--- src/murmur_hash_64_unit_defines.svh ---
// ----------------------------------------------------------------------------
// murmur_hash_64_unit_defines
// Assertion macros shared by the hash unit RTL.
// ----------------------------------------------------------------------------
`ifndef MURMUR_HASH_64_UNIT_DEFINES_SVH
`define MURMUR_HASH_64_UNIT_DEFINES_SVH

// Same-cycle implication, checked at every rising clock edge outside reset.
`define MH64_ASSERT_NOW(label, ante, cons, msg) \
   label: assert property (@(posedge clock) disable iff (reset) (ante) |-> (cons)) \
      else $error(msg);

// Next-cycle implication, checked at every rising clock edge outside reset.
`define MH64_ASSERT_NEXT(label, ante, cons, msg) \
   label: assert property (@(posedge clock) disable iff (reset) (ante) |=> (cons)) \
      else $error(msg);

`endif

--- src/mh64_pkg.sv ---
// ----------------------------------------------------------------------------
// mh64_pkg
// Constants, types and helper functions of the 64-bit murmur hash unit.
// ----------------------------------------------------------------------------
`default_nettype none

package mh64_pkg;

   localparam logic [63:0] MIX_MULT   = 64'hc6a4a7935bd1e995;
   localparam int          MIX_SHIFT  = 47;
   localparam int          LEN_W      = 31;
   localparam int          WORD_W     = 64;
   localparam int          CSR_ADDR_W = 4;
   localparam int          CSR_DATA_W = 64;

   // Register index taken from paddr[3] (8-byte spacing).
   localparam logic        CSR_IDX_SEED = 1'b0;

   typedef struct packed {
      logic              start;
      logic [WORD_W-1:0] operand;
   } mul_req_type;

   typedef struct packed {
      logic              busy;
      logic              done;
      logic [WORD_W-1:0] product;
   } mul_rsp_type;

   function automatic logic [WORD_W-1:0] xorshift(input logic [WORD_W-1:0] v);
      xorshift = v ^ (v >> MIX_SHIFT);
   endfunction

   // Keep the n low bytes of a word.
   function automatic logic [WORD_W-1:0] tail_mask(input logic [2:0] n);
      logic [WORD_W-1:0] m;
      m = '0;
      for (int i = 0; i < 8; i++) begin
         if (3'(i) < n) begin
            m[i*8 +: 8] = 8'hff;
         end
      end
      tail_mask = m;
   endfunction

endpackage

`default_nettype wire

--- src/murmur_hash_64_unit.sv ---
// ----------------------------------------------------------------------------
// murmur_hash_64_unit
// Streaming MurmurHash64A engine with an APB seed register.
// ----------------------------------------------------------------------------
// Keys arrive as little-endian 64-bit words on the req_ stream, key length in
// the item flagged first (tuser), end of key on tlast; one 64-bit hash leaves
// on the rsp_ stream for each item with tlast set. Every multiply by the
// mixing constant runs on one shared 32x32 multiplier, and the sequencer
// waits for its done strobe after each one. An item is accepted, dispatched
// and checked for last; a full word adds the K1, K2 and MIXH multiplies, a
// partial tail one multiply, and no bytes remaining none; a first item adds
// the length multiply and a last item adds the finalizer multiply and the
// handover to the output register. req_tready is high only while the
// sequencer is idle; a finished hash waits in an output register and holds off
// the next item only when that item's hash is ready before the register drains.
`default_nettype none

`include "murmur_hash_64_unit_defines.svh"

module murmur_hash_64_unit (
   input  wire logic                             clock,
   input  wire logic                             reset,
   // req_tdata: data_word [63:0], key_length [94:64], zero [95]
   input  wire logic [95:0]                      req_tdata,
   // req_tuser: first_word [0]
   input  wire logic [0:0]                       req_tuser,
   input  wire logic                             req_tlast,
   input  wire logic                             req_tvalid,
   output      logic                             req_tready,
   // rsp_tdata: hash_value [63:0]
   output      logic [63:0]                      rsp_tdata,
   output      logic                             rsp_tvalid,
   input  wire logic                             rsp_tready,
   input  wire logic                             csr_psel,
   input  wire logic                             csr_penable,
   input  wire logic                             csr_pwrite,
   input  wire logic [mh64_pkg::CSR_ADDR_W-1:0]  csr_paddr,
   input  wire logic [mh64_pkg::CSR_DATA_W-1:0]  csr_pwdata,
   output      logic [mh64_pkg::CSR_DATA_W-1:0]  csr_prdata,
   output      logic                             csr_pready
);
   import mh64_pkg::*;

   localparam logic [3:0] ST_IDLE = 4'd0;
   localparam logic [3:0] ST_SEED = 4'd1;
   localparam logic [3:0] ST_DISP = 4'd2;
   localparam logic [3:0] ST_K1   = 4'd3;
   localparam logic [3:0] ST_K2   = 4'd4;
   localparam logic [3:0] ST_MIXH = 4'd5;
   localparam logic [3:0] ST_TAIL = 4'd6;
   localparam logic [3:0] ST_LAST = 4'd7;
   localparam logic [3:0] ST_FIN  = 4'd8;
   localparam logic [3:0] ST_EMIT = 4'd9;

   logic [3:0]        state_ff, state_in;
   logic [WORD_W-1:0] acc_ff, acc_in;
   logic [LEN_W-1:0]  rem_ff, rem_in;
   logic [LEN_W-1:0]  len_ff, len_in;
   logic [WORD_W-1:0] word_ff, word_in;
   logic              last_ff, last_in;
   logic [WORD_W-1:0] out_ff, out_in;
   logic              out_valid_ff, out_valid_in;

   logic [WORD_W-1:0] hash_seed;
   mul_req_type       mul_req;
   mul_rsp_type       mul_rsp;

   mh64_csr u_csr (
      .clock       (clock),
      .reset       (reset),
      .csr_psel    (csr_psel),
      .csr_penable (csr_penable),
      .csr_pwrite  (csr_pwrite),
      .csr_paddr   (csr_paddr),
      .csr_pwdata  (csr_pwdata),
      .csr_prdata  (csr_prdata),
      .csr_pready  (csr_pready),
      .hash_seed   (hash_seed)
   );

   mh64_mul u_mul (
      .clock   (clock),
      .reset   (reset),
      .mul_req (mul_req),
      .mul_rsp (mul_rsp)
   );

   assign req_tready = (state_ff == ST_IDLE);
   assign rsp_tvalid = out_valid_ff;
   assign rsp_tdata  = out_ff;

   always_comb begin
      state_in     = state_ff;
      acc_in       = acc_ff;
      rem_in       = rem_ff;
      len_in       = len_ff;
      word_in      = word_ff;
      last_in      = last_ff;
      out_in       = out_ff;
      out_valid_in = out_valid_ff & ~rsp_tready;
      mul_req      = '0;

      case (state_ff)
         ST_IDLE: begin
            if (req_tvalid) begin
               word_in = req_tdata[63:0];
               len_in  = req_tdata[94:64];
               last_in = req_tlast;
               if (req_tuser[0]) begin
                  mul_req.start   = 1'b1;
                  mul_req.operand = {{(WORD_W-LEN_W){1'b0}}, req_tdata[94:64]};
                  state_in        = ST_SEED;
               end else begin
                  state_in = ST_DISP;
               end
            end
         end
         ST_SEED: begin
            if (mul_rsp.done) begin
               acc_in   = hash_seed ^ mul_rsp.product;
               rem_in   = len_ff;
               state_in = ST_DISP;
            end
         end
         ST_DISP: begin
            if (rem_ff[LEN_W-1:3] != '0) begin
               mul_req.start   = 1'b1;
               mul_req.operand = word_ff;
               rem_in          = rem_ff - LEN_W'(8);
               state_in        = ST_K1;
            end else if (rem_ff[2:0] != 3'd0) begin
               // fold the tail bytes in, then one multiply
               mul_req.start   = 1'b1;
               mul_req.operand = acc_ff ^ (word_ff & tail_mask(rem_ff[2:0]));
               rem_in          = '0;
               state_in        = ST_TAIL;
            end else begin
               state_in = ST_LAST;
            end
         end
         ST_K1: begin
            if (mul_rsp.done) begin
               mul_req.start   = 1'b1;
               mul_req.operand = xorshift(mul_rsp.product);
               state_in        = ST_K2;
            end
         end
         ST_K2: begin
            if (mul_rsp.done) begin
               mul_req.start   = 1'b1;
               mul_req.operand = acc_ff ^ mul_rsp.product;
               state_in        = ST_MIXH;
            end
         end
         ST_MIXH, ST_TAIL: begin
            if (mul_rsp.done) begin
               acc_in   = mul_rsp.product;
               state_in = ST_LAST;
            end
         end
         ST_LAST: begin
            if (last_ff) begin
               // accumulator keeps its pre-finalizer value
               mul_req.start   = 1'b1;
               mul_req.operand = xorshift(acc_ff);
               rem_in          = '0;
               state_in        = ST_FIN;
            end else begin
               state_in = ST_IDLE;
            end
         end
         ST_FIN: begin
            if (mul_rsp.done) begin
               state_in = ST_EMIT;
            end
         end
         ST_EMIT: begin
            // hold until the output register is free
            if (!out_valid_ff || rsp_tready) begin
               out_in       = xorshift(mul_rsp.product);
               out_valid_in = 1'b1;
               state_in     = ST_IDLE;
            end
         end
         default: begin
            state_in = ST_IDLE;
         end
      endcase
   end

   always_ff @(posedge clock) begin
      if (reset) begin
         state_ff     <= ST_IDLE;
         acc_ff       <= '0;
         rem_ff       <= '0;
         out_valid_ff <= 1'b0;
      end else begin
         state_ff     <= state_in;
         acc_ff       <= acc_in;
         rem_ff       <= rem_in;
         out_valid_ff <= out_valid_in;
      end
      len_ff  <= len_in;
      word_ff <= word_in;
      last_ff <= last_in;
      out_ff  <= out_in;
   end

   `MH64_ASSERT_NOW(a_mul_start_idle, mul_req.start, !mul_rsp.busy, "multiplier restarted while busy")
   `MH64_ASSERT_NEXT(a_accept_leaves_idle, req_tvalid && req_tready, state_ff != ST_IDLE, "sequencer stayed idle after a transfer")
   `MH64_ASSERT_NEXT(a_emit_waits, state_ff == ST_EMIT && out_valid_ff && !rsp_tready, state_ff == ST_EMIT && out_valid_ff, "pending hash overwritten")
   `MH64_ASSERT_NEXT(a_fin_to_emit, state_ff == ST_FIN && mul_rsp.done, state_ff == ST_EMIT, "finalizer product not taken")

endmodule

`default_nettype wire

--- src/mh64_mul.sv ---
// ----------------------------------------------------------------------------
// mh64_mul
// Shared multiplier: low 64 bits of operand times the mixing constant,
// built from one 32x32 multiplier in the steps STEP_LO, STEP_HI and STEP_CROSS.
// ----------------------------------------------------------------------------
`default_nettype none

module mh64_mul (
   input  wire logic                 clock,
   input  wire logic                 reset,
   input  wire mh64_pkg::mul_req_type mul_req,
   output      mh64_pkg::mul_rsp_type mul_rsp
);
   import mh64_pkg::*;

   localparam logic [1:0] STEP_LO    = 2'd0;  // aL * mL, full product
   localparam logic [1:0] STEP_HI    = 2'd1;  // aH * mL, low half into upper word
   localparam logic [1:0] STEP_CROSS = 2'd2;  // aL * mH, low half into upper word

   logic [WORD_W-1:0] a_ff, a_in;
   logic [WORD_W-1:0] acc_ff, acc_in;
   logic [1:0]        step_ff, step_in;
   logic              busy_ff, busy_in;
   logic              done_ff, done_in;

   logic [31:0]       op_x;
   logic [31:0]       op_y;
   logic [63:0]       part;

   always_comb begin
      op_x = (step_ff == STEP_HI) ? a_ff[63:32] : a_ff[31:0];
      op_y = (step_ff == STEP_CROSS) ? MIX_MULT[63:32] : MIX_MULT[31:0];
      part = op_x * op_y;

      a_in    = a_ff;
      acc_in  = acc_ff;
      step_in = step_ff;
      busy_in = busy_ff;
      done_in = 1'b0;

      if (mul_req.start) begin
         a_in    = mul_req.operand;
         step_in = STEP_LO;
         busy_in = 1'b1;
      end else if (busy_ff) begin
         case (step_ff)
            STEP_LO: begin
               acc_in  = part;
               step_in = STEP_HI;
            end
            STEP_HI: begin
               acc_in  = acc_ff + {part[31:0], 32'b0};
               step_in = STEP_CROSS;
            end
            STEP_CROSS: begin
               acc_in  = acc_ff + {part[31:0], 32'b0};
               busy_in = 1'b0;
               done_in = 1'b1;
            end
            default: begin
               busy_in = 1'b0;
            end
         endcase
      end
   end

   always_ff @(posedge clock) begin
      if (reset) begin
         busy_ff <= 1'b0;
         done_ff <= 1'b0;
         step_ff <= STEP_LO;
      end else begin
         busy_ff <= busy_in;
         done_ff <= done_in;
         step_ff <= step_in;
      end
      a_ff   <= a_in;
      acc_ff <= acc_in;
   end

   assign mul_rsp.busy    = busy_ff;
   assign mul_rsp.done    = done_ff;
   assign mul_rsp.product = acc_ff;

endmodule

`default_nettype wire

--- src/mh64_csr.sv ---
// ----------------------------------------------------------------------------
// mh64_csr
// APB register file holding the hash seed.
// ----------------------------------------------------------------------------
`default_nettype none

module mh64_csr (
   input  wire logic                             clock,
   input  wire logic                             reset,
   input  wire logic                             csr_psel,
   input  wire logic                             csr_penable,
   input  wire logic                             csr_pwrite,
   input  wire logic [mh64_pkg::CSR_ADDR_W-1:0]  csr_paddr,
   input  wire logic [mh64_pkg::CSR_DATA_W-1:0]  csr_pwdata,
   output      logic [mh64_pkg::CSR_DATA_W-1:0]  csr_prdata,
   output      logic                             csr_pready,
   output      logic [mh64_pkg::WORD_W-1:0]      hash_seed
);
   import mh64_pkg::*;

   logic [WORD_W-1:0] seed_ff, seed_in;
   logic              reg_idx;
   logic              wr_seed;

   assign reg_idx    = csr_paddr[CSR_ADDR_W-1];
   assign csr_pready = 1'b1;
   assign wr_seed    = csr_psel & csr_penable & csr_pwrite & csr_pready &
                       (reg_idx == CSR_IDX_SEED);

   always_comb begin
      seed_in = wr_seed ? csr_pwdata : seed_ff;
   end

   always_ff @(posedge clock) begin
      if (reset) begin
         seed_ff <= '0;
      end else begin
         seed_ff <= seed_in;
      end
   end

   assign csr_prdata = (reg_idx == CSR_IDX_SEED) ? seed_ff : '0;
   assign hash_seed  = seed_ff;

endmodule

`default_nettype wire

--- config.mk ---
export PLATFORM = sky130hd
export DESIGN_NAME = murmur_hash_64_unit
export DESIGN_NICKNAME = d
export VERILOG_FILES = /design/src/mh64_pkg.sv /design/src/murmur_hash_64_unit.sv /design/src/mh64_mul.sv /design/src/mh64_csr.sv
export VERILOG_INCLUDE_DIRS = /design/src /design/src/src
export SDC_FILE = /design/constraint.sdc
export NUM_CORES = 2
export LEC_CHECK = 0
export BUFFER_PORTS_ARGS = -buffer_cell sky130_fd_sc_hd__buf_2
export CAP_MARGIN = 20
export CORE_MARGIN = 4
export CORE_UTILIZATION = 63
export DETAILED_ROUTE_END_ITERATION = 8
export GPL_ROUTABILITY_DRIVEN = 0
export PLACE_DENSITY = 0.82
export SYNTH_ARGS = -nofsm -noshare
export SYNTH_HDL_FRONTEND = slang
export SYNTH_SLANG_ARGS = --single-unit
--- constraint.sdc ---
create_clock -name clock -period 13.2 [get_ports clock]
set_clock_uncertainty 0.05 [all_clocks]
set_input_delay 2.64 -clock clock [delete_from_list [all_inputs] [get_ports clock]]
set_output_delay 2.64 -clock clock [all_outputs]
set_load 0.1 [all_outputs]
==> impl_metrics.ini <==
[drt]
wl_met3_mm = 19.8
avgRoutedWirePerCell_um = 25.0
via_per_inst = 6.34
met1_length_mm = 53.3
first_iter_violations = 5231
wl_mm = 147
vias = 37400
antenna_left = 0
wl_met2_mm = 63.3
highest_layer = met5
first_pass_iters = 9
drc = 0

[timing]
hold_viol = 0
tns_ns = 0
min_period_ns = 11.03
slew_viol_final = 0
finalSetupViolations = 0
worst_pin_slew_ns = 1.06
maxSlewHeadroom_pct = 27.3
max_freq_mhz = 90.7
period_share_pct = 83.5
rsz0062_at_grt = false

[synthesis]
synth_seq_area_share_pct = 25.9
synth_cell_types = 77
syn_inst = 4684
synthArstFlopShare_pct = 0
synth_edf_count = 288
synth.area.top_cells = fa_1 26%, edfxtp_1 19%, ha_1 12%
synth_area_per_cell_um2 = 9.91
synth_top_area_share_pct = 26.2
synth-seq-cells = 456
netlist_area_mm2 = 0.0464
ys_warn_count = 0
synth_top_area_cell = fa_1
ys_dominant_reg_cell = edfxtp_1

[floorplanning]
start_util_pct = 63.6
die_x_um = 279
die_y_um = 279
core.rowCount = 99
ios = 304
core_mm2 = 0.0730
dieArea_mm2 = 0.0781

[global_routing]
grt_max_degree = 91
grt_usage_pct = 37.6
grt_pass1_wl_mm = 223
gr-total-overflow = 0
antenna_found_initial = 14
grt_pass1_vias = 37500

[finish]
syn_to_final_growth_pct = 8.11
final_layout_size_suffix_gt1_share_pct = 9.35
n_fill_cell = 5327
fin_nets = 6110

[setup_path]
cp.required_ns = 13.43
crit_path_end_kind = flop
rr_worst_depth = 34
worstPathMaxFanout = 19
arrival_ns = 11.25
startpoint = u_mul.step_ff[1]
ff2ff_setup_slack_ns = 2.17
path_depth = 34
critical_path_buf_inv_count = 7
crit_path_max_incr_delay_ns = 0.72
worstSetupPathType = reg -> reg
rr_endpoint = u_mul.acc_ff[60]
crit_path_top_delay_cell = mux2i_1
cpMostUsedCell = fa_1
start_kind = flop
crit_family = adder cells
timing.rr.start = u_mul.step_ff[1]
crit_path_end = u_mul.acc_ff[60]

[clocking]
clk-insertion-delay-late_ns = 0.58
clk_pin_slew_ns = 0.06
cts_setup_buffers = 0
cts_max_level = 2
clock_sinks = 456
root_buffer = clkbuf_16
ctsResizeCount = 0
cts_hold_buf = 0
cts_made_buffers = 41
clock_path_buffers = 3
cts_tree = yes

[place]
dp_hpwl_mm = 118
port_buffers = 298

[worst_hold_path]
hp-class = reg -> reg

[run_status]
status = complete, no violations

[flow_run]
max_cap_violations = 0
-- state kept, by name, indices dropped and copies added (netlist names), 4 cells and up --
signal and flops:
len_ff 31, rem_ff 31, rsp_tdata 64, u_mul.a_ff 64, state_ff 4, u_mul.acc_ff 64, acc_ff 64, u_csr.hash_seed 64
word_ff 64
-- layout make-up --
type	count	area, um2	share of cell area, %
clock buffers	56	1160	2.32
diodes	12	30.0	0.0599
well taps	959	1200	2.39
multi-input cells	3276	30800	61.5
clock inverters	20	171	0.342
inverters	767	2880	5.74
repair buffers	345	1860	3.71
flip-flops and latches	456	12000	23.9
-- how the worst min path moves through the flow --
| stage | startpoint | endpoint | depth (start not counted) | slack, ns |
|---|---|---|---|---|
| after floorplan | u_csr.hash_seed[0] | u_csr.hash_seed[0] | 2 | 0.39 |
| after CTS | u_csr.hash_seed[9] | u_csr.hash_seed[9] | 2 | 0.42 |
| after global placement | u_csr.hash_seed[35] | u_csr.hash_seed[35] | 2 | 0.40 |
| final | u_csr.hash_seed[9] | u_csr.hash_seed[9] | 2 | 0.42 |
| after global routing | u_csr.hash_seed[25] | u_csr.hash_seed[25] | 2 | 0.44 |
| after detailed placement | u_csr.hash_seed[40] | u_csr.hash_seed[40] | 2 | 0.41 |
-- cell families after synthesis --
kind of cell | share of synthesized area, %
compound gates | 12.7
flops | 25.9
simple gates | 9.58
other cells | 0.0162
fa+ha+maj | 38.1
mux | 0.949
buf+inv | 7.77
xor+xnor | 4.98
-- worst min-delay path, delay by kind of cell (launching register included) --
family | cells | cell delay, ns
flip-flops | 1 | 0.31
AND/OR/NAND/NOR | 1 | 0.05
AO/OA/AOI/OAI | 1 | 0.05
-- synth_stat cells (all sizes together) (18+ instances only) --
master and instances:
a21oi 273, nand2 440, a22o 26, xnor2 97
mux2i 35, a21o 89, a221o 18, nor2b 84
o21ai 244, buf 21, nand2b 18, inv 765
nor2 247, nand3 35, edfxtp 288, dfxtp 168
a222oi 32, o221ai 21, and3 21, a211oi 80
ha 443, a22oi 35, clkbuf 166, or2 18
fa 607, nand4 20, and2 49, xor2 167
nor3 27
-- placed cells by master (no fill, tap or decap), drive strengths merged, types with 14 or more instances in the layout --
master  instances
a22o           26
and3           21
o21ai         244
mux2i          35
a211oi         80
a21oi         273
inv           767
nand4          20
edfxtp        288
clkbuf         56
or2            18
nor2          247
dfxtp         168
xnor2          97
a222oi         32
buf           345
a221o          18
ha            443
nand2         440
and2           49
clkinv         14
xor2          167
a31oi          16
a21o           89
nand2b         18
nor2b          84
a22oi          35
fa            607
nand3          35
o221ai         21
nor3           27
o21bai         15
-- stage by stage --
stage	area, um2	setup slack (ns)	util [%]	std cells	hold WS (ns)
global placement	48800	2.60	66.8	5800	0.403
floorplan	46400	3.60	-	4686	0.395
global route	50200	1.84	68.7	5889	0.436
CTS	50100	2.38	68.7	5877	0.418
finish	50200	2.17	68.8	5891	0.417
detailed placement	48800	2.43	66.9	5801	0.409
-- metal layers --
layer	track usage [%]	up-vias
met3	10.7	594
met2	55.6	2832
met5	0	-
li1	-	15900
met4	20.6	6
met1	50.4	18000
Power is not shown: default switching activity piles up to over one toggle a cycle in this logic, so the estimate is an artifact.
